<file path="src/hdl/free_list_chain_builder_top_macros.svh">
// Assertion macros shared by the free-list chain builder.
`ifndef FREE_LIST_CHAIN_BUILDER_TOP_MACROS_SVH
`define FREE_LIST_CHAIN_BUILDER_TOP_MACROS_SVH

`ifndef SYNTHESIS
`define FLCB_ASSERT_IMPLIES(label, clock, reset, ante, cons, msg) \
  label: assert property (@(posedge clock) disable iff (reset) (ante) |-> (cons)) \
    else $error(msg);
`define FLCB_ASSERT_NEXT(label, clock, reset, ante, cons, msg) \
  label: assert property (@(posedge clock) disable iff (reset) (ante) |=> (cons)) \
    else $error(msg);
`else
`define FLCB_ASSERT_IMPLIES(label, clock, reset, ante, cons, msg)
`define FLCB_ASSERT_NEXT(label, clock, reset, ante, cons, msg)
`endif

`endif

</file>
<file path="src/hdl/flcb_pkg.sv">
`timescale 1ns / 1ps
package flcb_pkg;

  typedef enum logic [1:0] {
    KIND_ENTRY   = 2'd0,
    KIND_LINK    = 2'd1,
    KIND_COUNT   = 2'd2,
    KIND_SUMMARY = 2'd3
  } word_kind_t;

  typedef enum logic {
    REG_GROUP_SIZE   = 1'b0,
    REG_LOWEST_INDEX = 1'b1
  } reg_index_t;

  localparam logic [7:0]  GROUP_SIZE_RESET   = 8'd254;
  localparam logic [31:0] LOWEST_INDEX_RESET = 32'd1;

  localparam int unsigned HAS_FIRST   = 0;
  localparam int unsigned HAS_COUNT   = 1;
  localparam int unsigned HAS_SUMMARY = 2;

  typedef struct packed {
    logic [2:0]  has;
    word_kind_t  first_kind;
    logic [31:0] first_node;
    logic [7:0]  first_slot;
    logic [31:0] first_value;
    logic [31:0] count_node;
    logic [7:0]  count_value;
    logic [31:0] sum_head;
    logic [31:0] sum_total;
  } rec_t;

endpackage

</file>
<file path="src/hdl/flcb_front.sv">
`timescale 1ns / 1ps
module flcb_front (
  input  logic                clk,
  input  logic                rst,
  input  logic                wr_en,
  input  logic                wr_index,
  input  logic [31:0]         wr_data,
  input  logic                accept,
  input  logic [31:0]         item_index,
  input  logic                in_use,
  input  logic                scan_end,
  output logic                rec_valid,
  output flcb_pkg::rec_t      rec
);

  logic [7:0]  group_size;
  logic [31:0] lowest_index;
  logic [31:0] open_node;
  logic        node_open;
  logic [7:0]  entry_count;
  logic [31:0] chain_head;
  logic [31:0] free_total;

  logic [31:0] open_node_next;
  logic        node_open_next;
  logic [7:0]  entry_count_next;
  logic [31:0] chain_head_next;
  logic [31:0] free_total_next;

  logic        elig;
  logic [31:0] node1;
  logic        on1;
  logic [7:0]  cnt1;
  logic        close;
  logic [32:0] sum;
  logic [31:0] total1;
  logic [31:0] head1;

  always_comb begin
    elig  = !in_use && (item_index >= lowest_index);
    node1 = open_node;
    on1   = node_open;
    cnt1  = entry_count;
    rec   = '0;
    rec.first_kind = flcb_pkg::KIND_ENTRY;
    if (elig) begin
      rec.has[flcb_pkg::HAS_FIRST] = 1'b1;
      if (!node_open) begin
        rec.first_kind  = flcb_pkg::KIND_LINK;
        rec.first_node  = item_index;
        rec.first_slot  = 8'd0;
        rec.first_value = chain_head;
        node1 = item_index;
        cnt1  = 8'd0;
        on1   = 1'b1;
      end else begin
        rec.first_kind  = flcb_pkg::KIND_ENTRY;
        rec.first_node  = open_node;
        rec.first_slot  = entry_count;
        rec.first_value = item_index;
        cnt1 = entry_count + 8'd1;
      end
    end
    close  = on1 && ((elig && (cnt1 == group_size)) || scan_end);
    sum    = {1'b0, free_total} + {24'd0, {1'b0, cnt1} + 9'd1};
    total1 = close ? (sum[32] ? 32'hFFFF_FFFF : sum[31:0]) : free_total;
    head1  = close ? node1 : chain_head;
    rec.has[flcb_pkg::HAS_COUNT]   = close;
    rec.count_node                 = node1;
    rec.count_value                = cnt1;
    rec.has[flcb_pkg::HAS_SUMMARY] = scan_end;
    rec.sum_head                   = head1;
    rec.sum_total                  = total1;
    rec_valid = accept && (rec.has != 3'd0);
  end

  always_comb begin
    open_node_next   = open_node;
    node_open_next   = node_open;
    entry_count_next = entry_count;
    chain_head_next  = chain_head;
    free_total_next  = free_total;
    if (accept) begin
      if (scan_end) begin
        open_node_next   = '0;
        node_open_next   = 1'b0;
        entry_count_next = '0;
        chain_head_next  = '0;
        free_total_next  = '0;
      end else begin
        open_node_next   = node1;
        node_open_next   = close ? 1'b0 : on1;
        entry_count_next = close ? 8'd0 : cnt1;
        chain_head_next  = head1;
        free_total_next  = total1;
      end
    end
  end

  always_ff @(posedge clk) begin
    if (rst) begin
      group_size   <= flcb_pkg::GROUP_SIZE_RESET;
      lowest_index <= flcb_pkg::LOWEST_INDEX_RESET;
      open_node    <= '0;
      node_open    <= 1'b0;
      entry_count  <= '0;
      chain_head   <= '0;
      free_total   <= '0;
    end else begin
      if (wr_en) begin
        case (flcb_pkg::reg_index_t'(wr_index))
          flcb_pkg::REG_GROUP_SIZE:   group_size   <= wr_data[7:0];
          flcb_pkg::REG_LOWEST_INDEX: lowest_index <= wr_data;
          default: ;
        endcase
      end
      open_node   <= open_node_next;
      node_open   <= node_open_next;
      entry_count <= entry_count_next;
      chain_head  <= chain_head_next;
      free_total  <= free_total_next;
    end
  end

endmodule

</file>
<file path="src/hdl/flcb_queue.sv">
`timescale 1ns / 1ps
module flcb_queue #(
  parameter int unsigned DEPTH = 4
) (
  input  logic           clk,
  input  logic           rst,
  input  logic           wr,
  input  flcb_pkg::rec_t wr_rec,
  input  logic           rd,
  output logic           rd_valid,
  output flcb_pkg::rec_t rd_rec,
  output logic           full
);

  localparam int unsigned AW = (DEPTH > 1) ? $clog2(DEPTH) : 1;
  localparam int unsigned CW = $clog2(DEPTH + 1);

  flcb_pkg::rec_t mem [DEPTH];
  logic [AW-1:0]  wr_ptr;
  logic [AW-1:0]  rd_ptr;
  logic [CW-1:0]  count;

  assign rd_valid = (count != '0);
  assign full     = (count == CW'(DEPTH));
  assign rd_rec   = mem[rd_ptr];

  always_ff @(posedge clk) begin
    if (wr) begin
      mem[wr_ptr] <= wr_rec;
    end
  end

  always_ff @(posedge clk) begin
    if (rst) begin
      wr_ptr <= '0;
      rd_ptr <= '0;
      count  <= '0;
    end else begin
      if (wr) begin
        wr_ptr <= (wr_ptr == AW'(DEPTH - 1)) ? '0 : wr_ptr + AW'(1);
      end
      if (rd) begin
        rd_ptr <= (rd_ptr == AW'(DEPTH - 1)) ? '0 : rd_ptr + AW'(1);
      end
      case ({wr, rd})
        2'b10:   count <= count + CW'(1);
        2'b01:   count <= count - CW'(1);
        default: count <= count;
      endcase
    end
  end

endmodule

</file>
<file path="src/hdl/flcb_back.sv">
`timescale 1ns / 1ps
module flcb_back (
  input  logic                   clk,
  input  logic                   rst,
  input  logic                   q_valid,
  input  flcb_pkg::rec_t         q_rec,
  output logic                   q_rd,
  input  logic                   pop,
  output logic                   empty,
  output flcb_pkg::word_kind_t   word_kind,
  output logic [31:0]            node_index,
  output logic [7:0]             slot,
  output logic [31:0]            word_value,
  output logic                   final_res
);

  flcb_pkg::rec_t cur;
  logic [2:0]     left;
  logic           out_valid;

  logic [2:0]           left_next;
  logic [2:0]           sel;
  logic                 out_load;
  logic                 emit;
  flcb_pkg::word_kind_t sel_kind;
  logic [31:0]          sel_node;
  logic [7:0]           sel_slot;
  logic [31:0]          sel_value;

  always_comb begin
    sel = 3'b000;
    if (left[flcb_pkg::HAS_FIRST]) begin
      sel = 3'b001;
    end else if (left[flcb_pkg::HAS_COUNT]) begin
      sel = 3'b010;
    end else if (left[flcb_pkg::HAS_SUMMARY]) begin
      sel = 3'b100;
    end
    case (sel)
      3'b001: begin
        sel_kind  = cur.first_kind;
        sel_node  = cur.first_node;
        sel_slot  = cur.first_slot;
        sel_value = cur.first_value;
      end
      3'b010: begin
        sel_kind  = flcb_pkg::KIND_COUNT;
        sel_node  = cur.count_node;
        sel_slot  = 8'd0;
        sel_value = {24'd0, cur.count_value};
      end
      default: begin
        sel_kind  = flcb_pkg::KIND_SUMMARY;
        sel_node  = cur.sum_head;
        sel_slot  = 8'd0;
        sel_value = cur.sum_total;
      end
    endcase
    out_load  = !out_valid || pop;
    emit      = out_load && (left != 3'd0);
    left_next = emit ? (left & ~sel) : left;
    q_rd      = (left_next == 3'd0) && q_valid;
  end

  assign empty = !out_valid;

  always_ff @(posedge clk) begin
    if (q_rd) begin
      cur <= q_rec;
    end
    if (emit) begin
      word_kind  <= sel_kind;
      node_index <= sel_node;
      slot       <= sel_slot;
      word_value <= sel_value;
      final_res  <= ((left & ~sel) == 3'd0);
    end
  end

  always_ff @(posedge clk) begin
    if (rst) begin
      left      <= '0;
      out_valid <= 1'b0;
    end else begin
      left <= q_rd ? q_rec.has : left_next;
      if (emit) begin
        out_valid <= 1'b1;
      end else if (out_load) begin
        out_valid <= 1'b0;
      end
    end
  end

endmodule

</file>
<file path="src/hdl/free_list_chain_builder_top.sv">
`timescale 1ns / 1ps
// Free-list chain builder.
// Allocation-map entries enter on a queue-style port: an entry is taken at a
// clock edge with push high and full low. Free entries at or above the lowest
// index are linked into list nodes, each listing up to group_size entries.
// Result words leave on a second queue-style port: the oldest word is shown
// while empty is low and is taken at an edge with pop high.
// The configuration port writes group_size (index 0) or lowest_index (index 1)
// at any edge with wr_en high; writes are meant for idle periods only.
// A record is queued, loaded into the back stage, then registered as a word.
// The front stage takes one entry per cycle while full is low; the result port
// gives one word per cycle while pop is high, so entries that cause two or
// three words fill the record queue of QUEUE_DEPTH entries, raising full.
// When the receiver holds pop low, the shown word stays put and the queue
// absorbs new entries until it fills. Reset clears the chain state and the
// queue and returns the registers to 254 and 1.
`include "free_list_chain_builder_top_macros.svh"
module free_list_chain_builder_top #(
  parameter int unsigned QUEUE_DEPTH = 4
) (
  input  logic        clk,
  input  logic        rst,
  input  logic        wr_en,
  input  logic        wr_index,
  input  logic [31:0] wr_data,
  input  logic        push,
  output logic        full,
  input  logic [31:0] item_index,
  input  logic        in_use,
  input  logic        scan_end,
  input  logic        pop,
  output logic        empty,
  output logic [1:0]  word_kind,
  output logic [31:0] node_index,
  output logic [7:0]  slot,
  output logic [31:0] word_value,
  output logic        final_res
);

  logic                 accept;
  logic                 rec_valid;
  flcb_pkg::rec_t       rec;
  logic                 q_valid;
  flcb_pkg::rec_t       q_rec;
  logic                 q_rd;
  flcb_pkg::word_kind_t kind;

  assign accept    = push && !full;
  assign word_kind = kind;

  flcb_front u_front (
    .clk        (clk),
    .rst        (rst),
    .wr_en      (wr_en),
    .wr_index   (wr_index),
    .wr_data    (wr_data),
    .accept     (accept),
    .item_index (item_index),
    .in_use     (in_use),
    .scan_end   (scan_end),
    .rec_valid  (rec_valid),
    .rec        (rec)
  );

  flcb_queue #(
    .DEPTH (QUEUE_DEPTH)
  ) u_queue (
    .clk      (clk),
    .rst      (rst),
    .wr       (rec_valid),
    .wr_rec   (rec),
    .rd       (q_rd),
    .rd_valid (q_valid),
    .rd_rec   (q_rec),
    .full     (full)
  );

  flcb_back u_back (
    .clk        (clk),
    .rst        (rst),
    .q_valid    (q_valid),
    .q_rec      (q_rec),
    .q_rd       (q_rd),
    .pop        (pop),
    .empty      (empty),
    .word_kind  (kind),
    .node_index (node_index),
    .slot       (slot),
    .word_value (word_value),
    .final_res  (final_res)
  );

  `FLCB_ASSERT_IMPLIES(a_summary_final, clk, rst, !empty && (kind == flcb_pkg::KIND_SUMMARY), final_res, "summary word without final mark")
  `FLCB_ASSERT_IMPLIES(a_end_makes_record, clk, rst, accept && scan_end, rec_valid, "scan end produced no record")
  `FLCB_ASSERT_IMPLIES(a_no_write_when_full, clk, rst, full, !rec_valid, "record written into a full queue")
  `FLCB_ASSERT_NEXT(a_record_queued, clk, rst, rec_valid, q_valid, "written record missing from the queue")

endmodule
</file>
<file path="config.mk">
export PLATFORM = sky130hd
export DESIGN_NAME = free_list_chain_builder_top
export DESIGN_NICKNAME = d
export VERILOG_FILES = /design/src/hdl/flcb_pkg.sv /design/src/hdl/flcb_front.sv /design/src/hdl/flcb_queue.sv /design/src/hdl/flcb_back.sv /design/src/hdl/free_list_chain_builder_top.sv
export VERILOG_INCLUDE_DIRS = /design/src /design/src/hdl
export SDC_FILE = /design/constraint.sdc
export NUM_CORES = 1
export LEC_CHECK = 0
export BUFFER_PORTS_ARGS = -buffer_cell sky130_fd_sc_hd__buf_2
export CORE_UTILIZATION = 45
export DETAILED_ROUTE_END_ITERATION = 7
export SLEW_MARGIN = 20
export SYNTH_ARGS = -nofsm -noshare
export SYNTH_HDL_FRONTEND = slang
export SYNTH_SLANG_ARGS = --single-unit
export TNS_END_PERCENT = 10
</file>
<file path="constraint.sdc">
create_clock -name clk -period 19.86 [get_ports clk]
set_clock_uncertainty 0.05 [all_clocks]
set_input_delay 0.993 -clock clk [delete_from_list [all_inputs] [get_ports clk]]
set_output_delay 0.993 -clock clk [all_outputs]
set_load 0.01 [all_outputs]
</file>
==> flow_summary.yaml <==
run_status:
  status: "completed"
power_and_ir_drop:
  pwr-share-comb_pct: 19.0
  seqPwrFrac_pct: 49.0
  clockPowerShare_pct: 32.0
  p_switching_mw: 1.843
  power_density_nw_per_um2: 132.6
  ir_worst_vdd_uv: 91.91
  p_sw_share_pct: 27.46
  intPower_mw: 4.869
  leakagePower_nw: 16.77
timing:
  tns_ns: 0
  post-route-period-util_pct: 35.19
  max-slew-margin-rel_pct: 13.02
  rsz0062_at_grt: "false"
  finalSetupViolations: 0
  hold_ws_ns: 0.4054
  hold_viol: 0
  fmax_mhz: 143.1
  slew_violations: 0
  fin_crit_ns: 6.989
  worst_pin_slew_ns: 1.305
logic_synthesis:
  postSynth.asyncResetShare_pct: 0
  yosys.area_share.simple_pct: 4.634
  ys.flop_type: "edfxtp_1"
  synthMuxAreaShare_pct: 13.59
  yosysTopAreaCellShare_pct: 65.47
  syn_inst: 2601
  synth_top_area_cell: "edfxtp_1"
  synth_compound_area_share_pct: 5.770
  synth_nets: 2722
  synthTopCellsByCount: "edfxtp_1 (972), mux4_2 (180), nand2_1 (177)"
  synth_seq_cells: 1130
  synthAdderAreaFrac_pct: 1.431
  synth.distinct_cells: 77
  ys_seq_area_share_pct: 72.57
  synthXorXnorAreaFrac_pct: 0.2358
  ys.warnings.count: 0
  synth_area_leaders: "edfxtp_1 (65%), mux4_2 (9.1%), dfxtp_1 (7.1%)"
  avgSynthCellArea_um2: 17.14
  synth.most_common_cell: "edfxtp_1"
  synth_top_family_by_area: "multiplexers"
  syn_area_um2: 44580
  synth_edf_count: 972
worst_setup_path:
  crit_start: "item_index[31]"
  crit_arrival_ns: 7.40
  crit_type: "input pin to register"
  cp-end-kind: "register"
  worstReg2RegStart: "u_front.lowest_index[31]"
  crit_path_end: "u_queue.mem[1][21]"
  r2r_end: "u_queue.mem[1][21]"
  required_ns: 20.27
  cp-start-kind: "input pin"
  reg2reg_setup_slack_ns: 12.90
  worstRegToRegCells: 22
  path_max_fanout: 12
clocking:
  clock_sinks: 1130
  clk_latency_ns: 0.70
  cts_max_level: 3
  cts_resized: 0
  cts-root-buf: "clkbuf_16"
  cts_hold_buffers: 0
  cts_buffers: 115
  path_clk_slew_ns: 0.06
  cts_tree: "built"
  post-cts-setup-buffers: 0
  clock_path_buffers: 3
final_layout:
  regArea_um2: 32370
  multi_input_area_um2: 11490
  synthToLayoutAreaGrowth_pct: 13.54
  fin_cells: 4149
  drive_above_1_share_pct: 22.79
  final_core_util_pct: 51.51
  nets: 2882
  num-fill-cells: 7975
drt:
  drc: 0
  vias_per_cell: 5.753
  drt_pass1_iterations: 8
  num_vias: 23868
  wl_um: 105700
  wl_per_cell_um: 25.47
  ant_nets: 0
  drt_iter0_markers: 2092
placement:
  dp_hpwl_um: 59910
  port-buffer-count: 148
  placedCellCount: 3930
  place.gp.congestion: 0.8380
floorplan:
  io_pins: 149
  start_util_pct: 45.36
  die_area_um2: 100300
  core-area_um2: 98280
  rows: 115
  dieWidth_um: 316.8
  die_h_um: 316.8
grt:
  grt_pass1_vias: 24928
  overflow: 0
  grt_usage_pct: 21.34
  grt_max_degree: 155
  grt_pass1_wl_um: 157300
  antenna_found_initial: 6
flow_run:
  maxCapViolCount: 0
min_path:
  hold_path.class: "register to register"
-- area by class of cell --
class	count	share of cell area [%]
antenna	1	0.004944
inverter	62	0.4647
timing repair buffer	185	2.188
clock buffer	147	6.128
tap	1287	3.181
clock inverter	70	1.382
sequential	1130	63.95
multi-input combinational	1267	22.70
-- power groups by stage --
stage | combinational, mW | clock [mW] | sequential (mW)
3_3_place_gp | 1.29 | 0 | 3.33
4_1_cts | 1.31 | 2.20 | 3.30
5_1_grt | 1.38 | 2.29 | 3.33
6_report | 1.27 | 2.15 | 3.29
3_5_place_dp | 1.30 | 0 | 3.34
2_1_floorplan | 0.790 | 0 | 3.36
-- sequential cells by signal (all words and copies together) (netlist names), named ones only --
signal	cells
u_front.open_node	32
u_front.node_open	1
u_front.entry_count	8
u_queue.count	3
u_front.group_size	8
u_back.cur	177
u_back.final_res	1
u_queue.mem	720
u_back.left	3
u_front.chain_head	32
u_queue.rd_ptr	2
u_queue.wr_ptr	2
u_back.out_valid	1
u_back.word_value	32
u_back.word_kind	2
u_back.slot	8
u_front.free_total	32
u_back.node_index	32
u_front.lowest_index	32
-- cells by family after synthesis --
group                    count (synthesis)
XOR/XNOR                                12
multiplexers                           371
flip-flops                            1130
AND/OR/NAND/NOR                        461
adder cells (fa/ha/maj)                 50
buffers and inverters                  204
AO/OA/AOI/OAI                          373
-- placed cells by master, fill, tap and decap left out, drive strengths merged, types with 9 or more instances in the layout --
cell / count
nor2: 140
nand2b: 13
clkinvlp: 11
a22oi: 33
mux2: 75
o211ai: 10
clkbuf: 147
o21ai: 78
and3: 11
inv: 62
buf: 185
nor3: 28
a21oi: 83
nand3: 23
a22o: 64
nand4: 10
o31ai: 10
edfxtp: 972
bufinv: 11
ha: 47
a31oi: 22
nor2b: 17
mux4: 180
and2: 18
nor4: 9
nand2: 178
clkinv: 48
dfxtp: 158
a21o: 9
mux2i: 116
-- worst max-delay path, stage by stage --
cell	delay, ns
buf_2	0.16
ha_1	0.34
a21oi_1	0.14
o21ai_0	0.28
a221oi_1	0.66
buf_4	0.25
a21oi_1	0.13
nor2_4	0.16
clkinv_2	0.18
mux2i_1	0.42
inv_1	0.09
ha_1	0.24
fa_1	0.38
nor2b_1	0.18
o21ai_0	0.12
a21boi_0	0.33
o21ai_0	0.22
a21oi_1	0.63
nand3_1	0.70
nand2_1	0.33
nor3_1	0.11
a2bb2oi_1	0.33
-- worst min path at each step --
stage / from / endpoint / slack, ns / cells past startpoint
after floorplan: u_front.free_total[9] / u_front.free_total[9] / 0.38 / 2
after detailed placement: u_front.lowest_index[20] / u_front.lowest_index[20] / 0.40 / 2
after global routing: u_front.lowest_index[24] / u_front.lowest_index[24] / 0.42 / 2
after global placement: u_front.lowest_index[26] / u_front.lowest_index[26] / 0.39 / 2
final: u_front.lowest_index[20] / u_front.lowest_index[20] / 0.41 / 2
after CTS: u_front.lowest_index[20] / u_front.lowest_index[20] / 0.41 / 2
-- through the flow --
stage	setup slack [ns]	instance area, µm²	power, mW
CTS	12.93	50580	6.804
global placement	12.28	46780	4.623
detailed placement	12.31	46780	4.647
global route	12.47	50620	6.992
floorplan	11.98	44580	4.149
finish	12.87	50620	6.712
-- per-layer routing --
| metal | vias up | track usage (%) | share of wire (%) |
|---|---|---|---|
| met5 | - | 0 | 0.015 |
| met1 | 12426 | 28.89 | 42 |
| met2 | 691 | 35.92 | 50 |
| met3 | 146 | 2.798 | 5.0 |
| li1 | 10601 | - | - |
| met4 | 4 | 6.862 | 2.6 |
(Power assumes the default switching activity.)
